`src/rtl/rfa_pkg.sv`:
```
// ----------------------------------------------------------------------------
// rfa_pkg
// Shared types, constants and the exponential table for the radiative flux
// attenuation block.
// ----------------------------------------------------------------------------
package rfa_pkg;

    localparam int RFA_QUEUE_DEPTH = 2;
    localparam logic [31:0] EINV_Q32 = 32'd1580030169;

    // One cell as handed from the front end to the back end.
    typedef struct packed {
        logic        start;
        logic [31:0] flux;
        logic [31:0] dx;
        logic [31:0] dy;
        logic [31:0] dz;
        logic [31:0] absorption;
    } t_work;

    typedef struct packed {
        logic full;
        logic empty;
    } t_q_status;

    typedef enum logic [2:0] {
        ST_IDLE,
        ST_SQUARE,
        ST_ROOT,
        ST_SCALE,
        ST_ACCUM,
        ST_EXP,
        ST_FLUX,
        ST_EMIT
    } t_back_state;

    typedef logic [31:0] t_exp_tab [32];

    // Integer square root of a 64-bit value, used only at elaboration.
    function automatic logic [63:0] isqrt_const(logic [63:0] v);
        logic [63:0] root;
        logic [63:0] rem;
        logic [63:0] trial;
        root = '0;
        rem  = '0;
        for (int i = 31; i >= 0; i--) begin
            rem   = (rem << 2) | ((v >> (2 * i)) & 64'd3);
            trial = (root << 2) | 64'd1;
            if (rem >= trial) begin
                rem  = rem - trial;
                root = (root << 1) | 64'd1;
            end else begin
                root = root << 1;
            end
        end
        return root;
    endfunction

    // Entry j is exp(-2^(j-24)) in Q0.32.
    function automatic t_exp_tab build_exp_tab();
        logic [63:0] e [32];
        t_exp_tab    tab;
        e[24] = {32'd0, EINV_Q32};
        for (int j = 23; j >= 0; j--) begin
            e[j] = isqrt_const({e[j + 1][31:0], 32'd0});
        end
        for (int j = 25; j < 32; j++) begin
            e[j] = (e[j - 1] * e[j - 1]) >> 32;
        end
        for (int j = 0; j < 32; j++) begin
            tab[j] = e[j][31:0];
        end
        return tab;
    endfunction

    localparam t_exp_tab EXP_TAB = build_exp_tab();

endpackage

```
`src/rtl/radiative_flux_attenuation.sv`:
```
// The back end works on one cell at a time: the squaring, the 33-step bit-serial
// square root, the scaling, the accumulation and a walk over the 32 depth bits,
// and it takes the next cell from the queue only once its result is offered.
// The shared 32x32 multiplier and the root step serialise the work. Reset is
// synchronous and active low and returns depth, surface flux and previous
// point to zero.
// ----------------------------------------------------------------------------
// radiative_flux_attenuation
// Beer-Lambert attenuation of a surface radiative flux along columns of
// cells, with a front end and a back end joined by a short queue.
// ----------------------------------------------------------------------------
module radiative_flux_attenuation
    import rfa_pkg::*;
#(
    parameter int QUEUE_DEPTH = RFA_QUEUE_DEPTH
) (
    input  logic         i_clk,
    input  logic         i_rst_n,
    input  logic         i_s_axis_tvalid,
    output logic         o_s_axis_tready,
    // surface_flux, face_x, face_y, face_z, cell_x, cell_y, cell_z, absorption
    input  logic [255:0] i_s_axis_tdata,
    // column_start
    input  logic         i_s_axis_tuser,
    output logic         o_m_axis_tvalid,
    input  logic         i_m_axis_tready,
    // cell_flux, depth_out
    output logic [63:0]  o_m_axis_tdata
);

    // The front end takes a transfer whenever the queue has room, so it keeps
    // classifying cells while the back end is still busy or a result waits.
    t_work     front_entry;
    t_work     back_entry;
    t_q_status q_status;
    logic      push;
    logic      pop;

    assign o_s_axis_tready = !q_status.full;

    rfa_front u_front (
        .i_clk   (i_clk),
        .i_rst_n (i_rst_n),
        .i_valid (i_s_axis_tvalid),
        .i_ready (o_s_axis_tready),
        .i_data  (i_s_axis_tdata),
        .i_start (i_s_axis_tuser),
        .o_push  (push),
        .o_entry (front_entry)
    );

    rfa_fifo #(
        .DEPTH (QUEUE_DEPTH),
        .WIDTH ($bits(t_work))
    ) u_queue (
        .i_clk    (i_clk),
        .i_rst_n  (i_rst_n),
        .i_push   (push),
        .i_data   (front_entry),
        .i_pop    (pop),
        .o_data   (back_entry),
        .o_status (q_status)
    );

    // The back end owns the optical depth and the start flux, and holds its
    // result in an output register until the downstream transfer.
    rfa_back u_back (
        .i_clk      (i_clk),
        .i_rst_n    (i_rst_n),
        .i_q_status (q_status),
        .i_entry    (back_entry),
        .o_pop      (pop),
        .o_valid    (o_m_axis_tvalid),
        .i_ready    (i_m_axis_tready),
        .o_flux     (o_m_axis_tdata[31:0]),
        .o_depth    (o_m_axis_tdata[63:32])
    );

`ifndef ASSERT_OFF
    // An accepted cell is in the queue on the following cycle.
    a_push_lands: assert property (@(posedge i_clk) disable iff (!i_rst_n)
        (i_s_axis_tvalid && o_s_axis_tready) |=> !q_status.empty)
        else $error("accepted cell did not reach the queue");

    // The queue cannot be full and empty at once.
    a_queue_sane: assert property (@(posedge i_clk) disable iff (!i_rst_n)
        !(q_status.full && q_status.empty))
        else $error("queue status inconsistent");
`endif

endmodule

```
`src/rtl/rfa_fifo.sv`:
```
// ----------------------------------------------------------------------------
// rfa_fifo
// Short register queue that decouples the front end from the back end.
// ----------------------------------------------------------------------------
module rfa_fifo
    import rfa_pkg::*;
#(
    parameter int DEPTH = RFA_QUEUE_DEPTH,
    parameter int WIDTH = $bits(t_work)
) (
    input  logic             i_clk,
    input  logic             i_rst_n,
    input  logic             i_push,
    input  logic [WIDTH-1:0] i_data,
    input  logic             i_pop,
    output logic [WIDTH-1:0] o_data,
    output t_q_status        o_status
);

    localparam int AW = (DEPTH > 1) ? $clog2(DEPTH) : 1;
    localparam int CW = $clog2(DEPTH + 1);
    localparam logic [AW-1:0] LAST = AW'(DEPTH - 1);
    localparam logic [CW-1:0] FULL = CW'(DEPTH);

    logic [WIDTH-1:0] r_mem [DEPTH];
    logic [AW-1:0]    r_wr, n_wr;
    logic [AW-1:0]    r_rd, n_rd;
    logic [CW-1:0]    r_cnt, n_cnt;
    logic             do_push, do_pop;

    assign o_status.full  = (r_cnt == FULL);
    assign o_status.empty = (r_cnt == '0);
    assign do_push = i_push && !o_status.full;
    assign do_pop  = i_pop && !o_status.empty;
    assign o_data  = r_mem[r_rd];

    always_comb begin
        n_wr  = r_wr;
        n_rd  = r_rd;
        n_cnt = r_cnt;
        if (do_push) begin
            n_wr = (r_wr == LAST) ? '0 : r_wr + 1'b1;
        end
        if (do_pop) begin
            n_rd = (r_rd == LAST) ? '0 : r_rd + 1'b1;
        end
        if (do_push && !do_pop) begin
            n_cnt = r_cnt + 1'b1;
        end else if (do_pop && !do_push) begin
            n_cnt = r_cnt - 1'b1;
        end
    end

    always_ff @(posedge i_clk) begin
        if (!i_rst_n) begin
            r_wr  <= '0;
            r_rd  <= '0;
            r_cnt <= '0;
        end else begin
            r_wr  <= n_wr;
            r_rd  <= n_rd;
            r_cnt <= n_cnt;
        end
    end

    always_ff @(posedge i_clk) begin
        if (do_push) begin
            r_mem[r_wr] <= i_data;
        end
    end

endmodule

```
`src/rtl/rfa_front.sv`:
```
// ----------------------------------------------------------------------------
// rfa_front
// Accepts cells, handles column starts and forms the coordinate distances.
// ----------------------------------------------------------------------------
module rfa_front
    import rfa_pkg::*;
(
    input  logic         i_clk,
    input  logic         i_rst_n,
    input  logic         i_valid,
    input  logic         i_ready,
    input  logic [255:0] i_data,
    input  logic         i_start,
    output logic         o_push,
    output t_work        o_entry
);

    logic [31:0] r_prev_x, r_prev_y, r_prev_z;
    logic [31:0] base_x, base_y, base_z;
    logic [31:0] flux_in, cell_x, cell_y, cell_z;

    function automatic logic [31:0] abs_diff(logic [31:0] a, logic [31:0] b);
        logic [32:0] d;
        d = {a[31], a} - {b[31], b};
        return d[32] ? 32'(-d) : d[31:0];
    endfunction

    assign flux_in = i_data[31:0];
    assign cell_x  = i_data[159:128];
    assign cell_y  = i_data[191:160];
    assign cell_z  = i_data[223:192];

    // On a column start the face centre is the previous point.
    assign base_x = i_start ? i_data[63:32]  : r_prev_x;
    assign base_y = i_start ? i_data[95:64]  : r_prev_y;
    assign base_z = i_start ? i_data[127:96] : r_prev_z;

    assign o_push             = i_valid && i_ready;
    assign o_entry.start      = i_start;
    assign o_entry.flux       = flux_in[31] ? 32'd0 : flux_in;
    assign o_entry.dx         = abs_diff(cell_x, base_x);
    assign o_entry.dy         = abs_diff(cell_y, base_y);
    assign o_entry.dz         = abs_diff(cell_z, base_z);
    assign o_entry.absorption = i_data[255:224];

    always_ff @(posedge i_clk) begin
        if (!i_rst_n) begin
            r_prev_x <= '0;
            r_prev_y <= '0;
            r_prev_z <= '0;
        end else if (o_push) begin
            r_prev_x <= cell_x;
            r_prev_y <= cell_y;
            r_prev_z <= cell_z;
        end
    end

endmodule

```
`src/rtl/rfa_back.sv`:
```
// ----------------------------------------------------------------------------
// rfa_back
// Sequencer for distance, optical depth and exponential attenuation, built
// around one shared 32x32 multiplier with a registered product.
// ----------------------------------------------------------------------------
module rfa_back
    import rfa_pkg::*;
(
    input  logic        i_clk,
    input  logic        i_rst_n,
    input  t_q_status   i_q_status,
    input  t_work       i_entry,
    output logic        o_pop,
    output logic        o_valid,
    input  logic        i_ready,
    output logic [31:0] o_flux,
    output logic [31:0] o_depth
);

    t_back_state r_state, n_state;
    t_work       r_work, n_work;
    logic [5:0]  r_cnt, n_cnt;
    logic        r_phase, n_phase;
    logic [65:0] r_sum, n_sum;
    logic [35:0] r_rem, n_rem;
    logic [32:0] r_root, n_root;
    logic [63:0] r_prod;
    logic [31:0] r_depth, n_depth;
    logic [31:0] r_sflux, n_sflux;
    logic [31:0] r_m, n_m;
    logic        r_mone, n_mone;
    logic [31:0] r_res, n_res;
    logic        r_ovalid, n_ovalid;
    logic [31:0] r_oflux, n_oflux;
    logic [31:0] r_odepth, n_odepth;

    logic [31:0] mul_a, mul_b;
    logic [35:0] rem_sh;
    logic [35:0] trial;
    logic [52:0] inc;
    logic [53:0] dsum;
    logic [31:0] sq_op;
    logic        out_free;
    logic        last_bit;

    assign out_free = !r_ovalid || i_ready;
    assign last_bit = (r_cnt[4:0] == 5'd31);

    always_comb begin
        case (r_cnt[1:0])
            2'd0:    sq_op = r_work.dx;
            2'd1:    sq_op = r_work.dy;
            default: sq_op = r_work.dz;
        endcase
    end

    // Next state.
    always_comb begin
        n_state = r_state;
        unique case (r_state)
            ST_IDLE:   if (!i_q_status.empty) n_state = ST_SQUARE;
            ST_SQUARE: if (r_cnt == 6'd3) n_state = ST_ROOT;
            ST_ROOT:   if (r_cnt == 6'd32) n_state = ST_SCALE;
            ST_SCALE:  n_state = ST_ACCUM;
            ST_ACCUM:  n_state = ST_EXP;
            ST_EXP: begin
                if (last_bit && (r_phase || !r_depth[r_cnt[4:0]] || r_mone)) begin
                    n_state = ST_FLUX;
                end
            end
            ST_FLUX:   if (r_phase || r_mone) n_state = ST_EMIT;
            ST_EMIT:   if (out_free) n_state = ST_IDLE;
            default:   n_state = ST_IDLE;
        endcase
    end

    // Datapath and outputs.
    always_comb begin
        n_work   = r_work;
        n_cnt    = r_cnt;
        n_phase  = r_phase;
        n_sum    = r_sum;
        n_rem    = r_rem;
        n_root   = r_root;
        n_depth  = r_depth;
        n_sflux  = r_sflux;
        n_m      = r_m;
        n_mone   = r_mone;
        n_res    = r_res;
        n_ovalid = r_ovalid && !i_ready;
        n_oflux  = r_oflux;
        n_odepth = r_odepth;
        o_pop    = 1'b0;
        mul_a    = r_m;
        mul_b    = EXP_TAB[r_cnt[4:0]];
        rem_sh   = {r_rem[33:0], r_sum[65:64]};
        trial    = {1'b0, r_root, 2'b01};
        inc      = {1'b0, r_prod[63:12]} + (r_root[32] ? {1'b0, r_work.absorption, 20'd0}
                                                      : 53'd0);
        dsum     = {22'd0, r_depth} + {1'b0, inc};
        unique case (r_state)
            ST_IDLE: begin
                if (!i_q_status.empty) begin
                    o_pop  = 1'b1;
                    n_work = i_entry;
                    n_cnt  = '0;
                    n_sum  = '0;
                    if (i_entry.start) begin
                        n_depth = '0;
                        n_sflux = i_entry.flux;
                    end
                end
            end
            ST_SQUARE: begin
                mul_a = sq_op;
                mul_b = sq_op;
                if (r_cnt != 6'd0) begin
                    n_sum = r_sum + {2'd0, r_prod};
                end
                if (r_cnt == 6'd3) begin
                    n_cnt  = '0;
                    n_rem  = '0;
                    n_root = '0;
                end else begin
                    n_cnt = r_cnt + 1'b1;
                end
            end
            ST_ROOT: begin
                // One result bit per step, most significant pair first.
                if (rem_sh >= trial) begin
                    n_rem  = rem_sh - trial;
                    n_root = {r_root[31:0], 1'b1};
                end else begin
                    n_rem  = rem_sh;
                    n_root = {r_root[31:0], 1'b0};
                end
                n_sum = {r_sum[63:0], 2'b00};
                n_cnt = r_cnt + 1'b1;
            end
            ST_SCALE: begin
                mul_a = r_work.absorption;
                mul_b = r_root[31:0];
            end
            ST_ACCUM: begin
                n_depth = (dsum > 54'h0_0000_FFFF_FFFF) ? 32'hFFFF_FFFF : dsum[31:0];
                n_cnt   = '0;
                n_phase = 1'b0;
                n_mone  = 1'b1;
            end
            ST_EXP: begin
                if (r_phase) begin
                    n_m     = r_prod[63:32];
                    n_phase = 1'b0;
                    n_cnt   = last_bit ? '0 : r_cnt + 1'b1;
                end else if (r_depth[r_cnt[4:0]] && !r_mone) begin
                    n_phase = 1'b1;
                end else begin
                    if (r_depth[r_cnt[4:0]]) begin
                        n_m    = EXP_TAB[r_cnt[4:0]];
                        n_mone = 1'b0;
                    end
                    n_cnt = last_bit ? '0 : r_cnt + 1'b1;
                end
            end
            ST_FLUX: begin
                mul_a = r_sflux;
                mul_b = r_m;
                if (r_mone) begin
                    n_res = r_sflux;
                end else if (r_phase) begin
                    n_res   = r_prod[63:32];
                    n_phase = 1'b0;
                end else begin
                    n_phase = 1'b1;
                end
            end
            ST_EMIT: begin
                if (out_free) begin
                    n_ovalid = 1'b1;
                    n_oflux  = r_res;
                    n_odepth = r_depth;
                end
            end
            default: begin
            end
        endcase
    end

    assign o_valid = r_ovalid;
    assign o_flux  = r_oflux;
    assign o_depth = r_odepth;

    always_ff @(posedge i_clk) begin
        if (!i_rst_n) begin
            r_state  <= ST_IDLE;
            r_cnt    <= '0;
            r_phase  <= 1'b0;
            r_depth  <= '0;
            r_sflux  <= '0;
            r_mone   <= 1'b1;
            r_ovalid <= 1'b0;
        end else begin
            r_state  <= n_state;
            r_cnt    <= n_cnt;
            r_phase  <= n_phase;
            r_depth  <= n_depth;
            r_sflux  <= n_sflux;
            r_mone   <= n_mone;
            r_ovalid <= n_ovalid;
        end
    end

    always_ff @(posedge i_clk) begin
        r_work   <= n_work;
        r_sum    <= n_sum;
        r_rem    <= n_rem;
        r_root   <= n_root;
        r_m      <= n_m;
        r_res    <= n_res;
        r_oflux  <= n_oflux;
        r_odepth <= n_odepth;
        r_prod   <= {32'd0, mul_a} * {32'd0, mul_b};
    end

endmodule

```
`config.mk`:
```
export PLATFORM = sky130hd
export DESIGN_NAME = radiative_flux_attenuation
export DESIGN_NICKNAME = d
export VERILOG_FILES = /design/src/rtl/rfa_pkg.sv /design/src/rtl/radiative_flux_attenuation.sv /design/src/rtl/rfa_fifo.sv /design/src/rtl/rfa_front.sv /design/src/rtl/rfa_back.sv
export SDC_FILE = /design/constraint.sdc
export NUM_CORES = 2
export LEC_CHECK = 0
export BUFFER_PORTS_ARGS = -buffer_cell sky130_fd_sc_hd__buf_4
export CAP_MARGIN = 0
export CELL_PAD_IN_SITES_DETAIL_PLACEMENT = 0
export CELL_PAD_IN_SITES_GLOBAL_PLACEMENT = 2
export CORE_MARGIN = 2
export CORE_UTILIZATION = 45
export DETAILED_ROUTE_END_ITERATION = 7
export GPL_TIMING_DRIVEN = 0
export PLACE_DENSITY_LB_ADDON = 0.3
export RECOVER_POWER = 25
export REMOVE_ABC_BUFFERS = 1
export SYNTH_ARGS = -nofsm -noshare
export SYNTH_HDL_FRONTEND = slang
export SYNTH_HIERARCHICAL = 1
export SYNTH_SLANG_ARGS = --single-unit
```
`constraint.sdc`:
```
create_clock -name i_clk -period 26 [get_ports i_clk]
set_input_delay 5.2 -clock i_clk [delete_from_list [all_inputs] [get_ports i_clk]]
set_output_delay 5.2 -clock i_clk [all_outputs]
set_load 0.005 [all_outputs]
```
# Word-level counts from Yosys, hierarchy flattened
# Memory sizes are Yosys's and may differ from the RTL's. A register that Yosys moved wholly into a read port is not among the register bits.
# Cells that the tools add are included.
[totals]
regBits = 629
latchBits = 0
mem_bits_rw = 320
rom_bits = 1024
inputBits = 261
out_inout_bits = 66
elab_cells = 187
mem_count = 2
[mem_list]
columns = ["name", "depth", "width", "read_ports", "rd_ports_with_merged_regs", "write_ports", "line", "rtl"]
rows = [
  ["(name not given)", 32, 32, 1, 0, 0, "rfa_back.sv:95", "mul_b = EXP_TAB[r_cnt[4:0]];"],
  ["u_queue.r_mem", 2, 160, 1, 1, 1, "rfa_fifo.sv:25", "logic [WIDTH-1:0] r_mem [DEPTH];"],
]
[op_classes]
add_sub_neg = 15
multipliers = 1
div = 0
magnitude_cmp = 4
eq_ne = 26
n_shift = 0
muxes = 67
bitwise_logic = 2
reduce_logical = 45
[ops]
columns = ["op", "n"]
rows = [
  ["2-to-1 mux 32 bit", 16],
  ["one-hot mux 66 bit (3 select lines)", 1],
  ["one-hot mux 32 bit (3 select lines)", 2],
  ["2-to-1 mux 66 bit", 2],
  ["one-hot mux 32 bit (2 select lines)", 2],
  ["subtractor 32 x 32 -> 33 bit", 3],
  ["negation 32 bit", 3],
  ["2-to-1 mux 34 bit", 2],
  ["one-hot mux 34 bit (2 select lines)", 1],
  ["adder 66 x 64 -> 66 bit", 1],
  ["one-hot mux 33 bit (2 select lines)", 1],
  ["multiplier 32 x 32 -> 64 bit", 1],
  ["adder 32 x 53 -> 54 bit", 1],
  ["> comparator 54 x 32 -> 1 bit (second input constant)", 1],
  ["adder 52 x 53 -> 53 bit", 1],
  ["2-to-1 mux 52 bit", 1],
  [">= comparator 36 x 35 -> 1 bit", 1],
  ["subtractor 34 bit", 1],
  ["2-to-1 mux 33 bit", 1],
  ["2-to-1 mux 31 bit", 1],
  ["2-to-1 mux 6 bit", 5],
  ["one-hot mux 6 bit (5 select lines)", 1],
  ["one-hot mux 3 bit (8 select lines)", 1],
  ["2-to-1 mux 1 bit", 19],
  ["other kinds (37)", 91],
]

# Longest topological paths before layout
[logic_depth]
depth_word = 8
depth_mapped = 42

# Modules after synthesis
# The synthesis kept the hierarchy.
[by_module_without_submodules]
columns = ["mod", "n_inst", "cells_per_inst", "area_each_um2", "seq_area_each_um2"]
rows = [
  ["rfa_back", 1, 6784, 62911.6, 14483.9],
  ["rfa_front", 1, 1717, 12733.5, 1921.8],
  ["rfa_fifo", 1, 526, 12213.0, 9769.4],
  ["radiative_flux_attenuation", 1, 1, 3.8, 0.0],
]

# Worst setup path after synthesis
# OpenSTA, ideal clock, no wires.
[synth_path]
path_kind = "reg-to-reg"
from = "register u_back.r_state[1]"
to = "register u_queue.r_cnt[1]"
arrival_ps = 15455
required_time_ps = 25930
setup_slack_ps = 10475
stages_incl_launch_ff = 7
n_path_buf = 1
cell_sequence = "dfxtp_1 > clkbuf_1 > nor4_1 > o21ai_1 > ha_1 > or3_1 > a21boi_1"
[synth_via]
elab_chain_len = 6
elab_cells_between_ends = 8
cone_classes = "mux: 2; reduce/logical: 6"
[synth_rtl]
columns = ["element", "line", "rtl"]
rows = [
  ["start, declared", "rfa_back.sv:20", "t_back_state r_state, n_state;"],
  ["start signal, assigned", "rfa_back.sv:203", "r_state <= n_state;"],
  ["zero test 3 bit *", "rfa_back.sv:101", "unique case (r_state)"],
  ["2-to-1 mux 1 bit *", "rfa_back.sv:101", ""],
  ["net pop", "radiative_flux_attenuation.sv:37", "logic pop;"],
  ["logical AND 1 bit *", "rfa_fifo.sv:34", "assign do_pop = i_pop && !o_status.empty;"],
  ["zero test 1 bit", "rfa_fifo.sv:47", "if (do_push && !do_pop) begin"],
  ["logical AND 1 bit", "rfa_fifo.sv:47", ""],
  ["2-to-1 mux 2 bit / nonzero test 2 bit (equally long branches)", "n/a", ""],
  ["end signal, assigned", "rfa_fifo.sv:62", "r_cnt <= n_cnt;"],
  ["end, declared", "rfa_fifo.sv:28", "logic [CW-1:0] r_cnt, n_cnt;"],
]
# Mark *: on every way through the listed nets, which the timed path passes. The rest lies on a longest branch.
# A chain may end at the register's enable or synchronous reset.

# Worst setup path in the final report
[layout_path]
from = "register u_back.r_state[1]"
to = "register u_back.r_prod[61]"
[layout_via]
elab_chain_len = 3
elab_cells_between_ends = 6
cone_classes = "mul: 1; eq/ne: 3; mux: 2"
[layout_rtl]
columns = ["element", "line", "rtl"]
rows = [
  ["equality test 3 bit, or another cell as far along", "rfa_back.sv:101", ""],
  ["one-hot mux 32 bit (3 select lines)", "rfa_back.sv:101", ""],
  ["multiplier 32 x 32 -> 64 bit *", "rfa_back.sv:222", "r_prod <= {32'd0, mul_a} * {32'd0, mul_b};"],
  ["end signal, assigned", "rfa_back.sv:222", ""],
  ["end, declared", "rfa_back.sv:27", "logic [63:0] r_prod;"],
]
# Every way passes the cells marked *; elsewhere a longest branch is shown, timed or not.

==> impl_metrics.yaml <==
floorplanning:
  placeableCoreArea_sq_um: 194000
  chipHeight_microns: 446
  die_area_sq_um: 199000
  placementRows: 162
  io-pin-count: 327
  start_util: 0.452
  die_width_microns: 446
route:
  firstDrtPassIters: 6
  routed_wirelength_microns: 289000
  detail_route.iter0.violations: 5223
  route.detailed.drc: 0
  total_vias_in_the_final_route: 67000
  wire_per_inst_microns: 24.6
  post_dr_vias_cell: 5.70
  number_of_routed_nets_with_antenna_violations: 0
sta:
  fin_crit_sh: 0.547
  tightest_slew_ps: 3170
  rsz0062_at_grt: "false"
  timing.final.ws_setup_ps: 11780
  fin_worst_skew_ps: 52.5
  highest_attainable_clock_frequency_ghz: 0.0703
  headroom_to_the_max_slew_limit: -1.11
  setup-violations-final: 0
  finalMaxSlewViolations: 373
  period_needed_ps: 14220
  hold_violations: 0
layout:
  layout-drive-gt1-share: 0.101
  layout.filler_cells: 18100
  layout_nets: 10900
  most-common-layout-cells: "inv_1 (1,075), nand2_1 (981), nor2_1 (971)"
  fin_cells: 11800
  stdcell_area_sq_um: 97800
  layout.cells.most_common: "inv_1"
  syn_to_final_growth_pct: 11.4
setup_path:
  cp_num_buf_inv: 8
  path_class: "reg2reg"
  critical_path.max_stage_delay_ps: 1450
  crit_slowest_cell: "dfxtp_1"
  arrival_ps: 14870
  timing.rr.end: "u_back/r_prod[61]"
  worst_ep_required_time_ps: 26650
  regToRegStartpoint: "u_back/r_state[1]"
  crit_path_max_fanout: 50
  regToRegSetupSlack_ps: 11780
  ff2ff_path_depth: 33
  cp_common_cell: "fa_1"
  cpLargestDelayFamily: "compound AO/OA/AOI/OAI gates"
  crit_cells: 33
  crit_path_start_kind: "register"
  endpoint_kind: "register"
worst_hold_path:
  min_delay_path_depth: 0
  hold_path.class: "reg2reg"
  worstHoldEndpoint: "u_back/o_flux[15]"
  holdCritStartpoint: "u_back/r_res[15]"
clock_tree:
  cts_root_buf: "clkbuf_16"
  clk-insertion-delay-late_ps: 750
  cts_resized: 0
  h_tree_level_count: 3
  cts_hold_buf: 0
  tritoncts: "yes"
  clock_tree_buf_depth: 3
  cts_num_sinks: 952
  cts.repair_timing.setup_buffer_count: 0
  clock_buffers_created_by_tritoncts: 108
  worst_setup_hold_path_clk_slew_ps: 60
placement:
  pre_cts_ws_ps: 12900
  place.gp.congestion: 0.941
  hpwlAfterDp_microns: 230000
  placedInstanceArea_sq_um: 94700
  dp.cells: 11500
  number_of_buffer_cells_added_on_primary_ports: 326
logic_synthesis:
  synth_async_sr_flop_share: 0
  ys_warn_count: 6
  synth-seq-area-share: 0.298
  postSynthRegisterBits: 952
  number_of_enable_type_register_cells_in_the_synthesized_netlist: 711
  synthesis.instances: 9028
  cell_area_after_synthesis_sq_um: 87900
  syn-mean-instance-area_sq_um: 9.73
  synth.distinct_cells: 116
  ys_dominant_reg_cell: "edfxtp_1"
global_route:
  grt_pass1_vias: 67700
  grt_antenna_before_repair: 15
  grt_max_degree: 105
  grt_pass1_wl_microns: 434000
  grt_usage: 0.291
  grt-ovfl-total: 0
flow_run:
  cap_violations: 10
run_status:
  outcome: "complete, but fails checks"
  failed_checks: "max-capacitance violations, max-slew violations"
## cells by family after synthesis
kind of cell	share of synthesized area
AND/OR/NAND/NOR	0.128
flip-flops	0.298
XOR/XNOR	0.0356
multiplexers	0.0493
AO/OA/AOI/OAI	0.129
other	0.0000427
buffers and inverters	0.0703
adder cells (fa/ha/maj)	0.290
## area by class of cell
class / instances / area [sq um] / share of cell area
Multi-Input combinational cell: 6513 / 56000 / 0.572
Clock inverter: 69 / 782 / 0.00799
Timing Repair Buffer: 457 / 4750 / 0.0485
Tap cell: 2542 / 3180 / 0.0325
Clock buffer: 134 / 2910 / 0.0297
Sequential cell: 952 / 26200 / 0.268
Inverter: 1077 / 4050 / 0.0414
Antenna cell: 6 / 15.0 / 0.000153
## per-layer routing
layer,wire [microns],GRT usage,vias up
met3,15600,0.0325,516
met5,65,0,-
met1,121000,0.380,33700
met4,15500,0.139,12
li1,-,-,30600
met2,137000,0.482,2164
## stage by stage
| step | hold slack [ps] | util | TNS [ps] |
|---|---|---|---|
| global placement | 409 | 0.470 | -167010 |
| finish | 419 | 0.503 | 0 |
| CTS | 422 | 0.506 | 0 |
| floorplan | 400 | - | 0 |
| global route | 424 | 0.503 | 0 |
| detailed placement | 405 | 0.487 | 0 |
## how the worst max path moves through the flow
stage | slack (ps) | end | start
floorplan | 7680 | u_back/r_sflux[0] | u_back/r_state[1]
global placement | -5230 | u_back/r_sflux[30] | u_back/r_state[1]
detailed placement | 12900 | u_back/r_prod[63] | u_back/r_state[1]
CTS | 12680 | u_back/r_prod[63] | u_back/r_state[1]
global route | 11240 | u_back/r_prod[63] | u_back/r_state[1]
finish | 11780 | u_back/r_prod[61] | u_back/r_state[1]
## synth_stat cells (68+ instances only)
cell      number  area, sq um
fa_1         913        18300
nand3_1       70          350
o21ai_0      346         1730
nor2b_1       78          488
mux2i_1      137         1370
xnor2_1      231         2020
mux2_2       121         1360
a21boi_0     104          781
dfxtp_1      241         4820
inv_1       1075         4040
nand4_1       69          432
nor2_1       983         3690
o21a_1        68          510
a21oi_1      484         2420
nor3_1        71          355
edfxtp_1     711        21400
ha_1         573         7170
a21o_1       161         1210
xor2_1       121         1060
mux2_4        90         1350
clkbuf_1     377         1420
nand2_1      984         3690
a211oi_1      73          548
## flip-flops by register name (all words and copies together) (netlist names), 3 cells and up, named ones only
| signal | cells |
|---|---|
| u_back/o_flux | 32 |
| u_front/r_prev_z | 32 |
| u_back/r_res | 32 |
| u_back/r_root | 33 |
| u_back/r_depth | 32 |
| u_front/r_prev_y | 32 |
| u_back/r_state | 3 |
| u_back/r_cnt | 6 |
| u_queue/r_mem | 322 |
| u_back/r_m | 32 |
| u_front/r_prev_x | 32 |
| u_back/r_sflux | 32 |
| u_back/r_work | 128 |
| u_back/r_prod | 64 |
| u_back/r_rem | 34 |
| u_back/o_depth | 32 |
| u_back/r_sum | 66 |
Power is left out: the tool's default activity adds up to more than one toggle a clock period on the data nets, which glitch-free logic cannot reach.
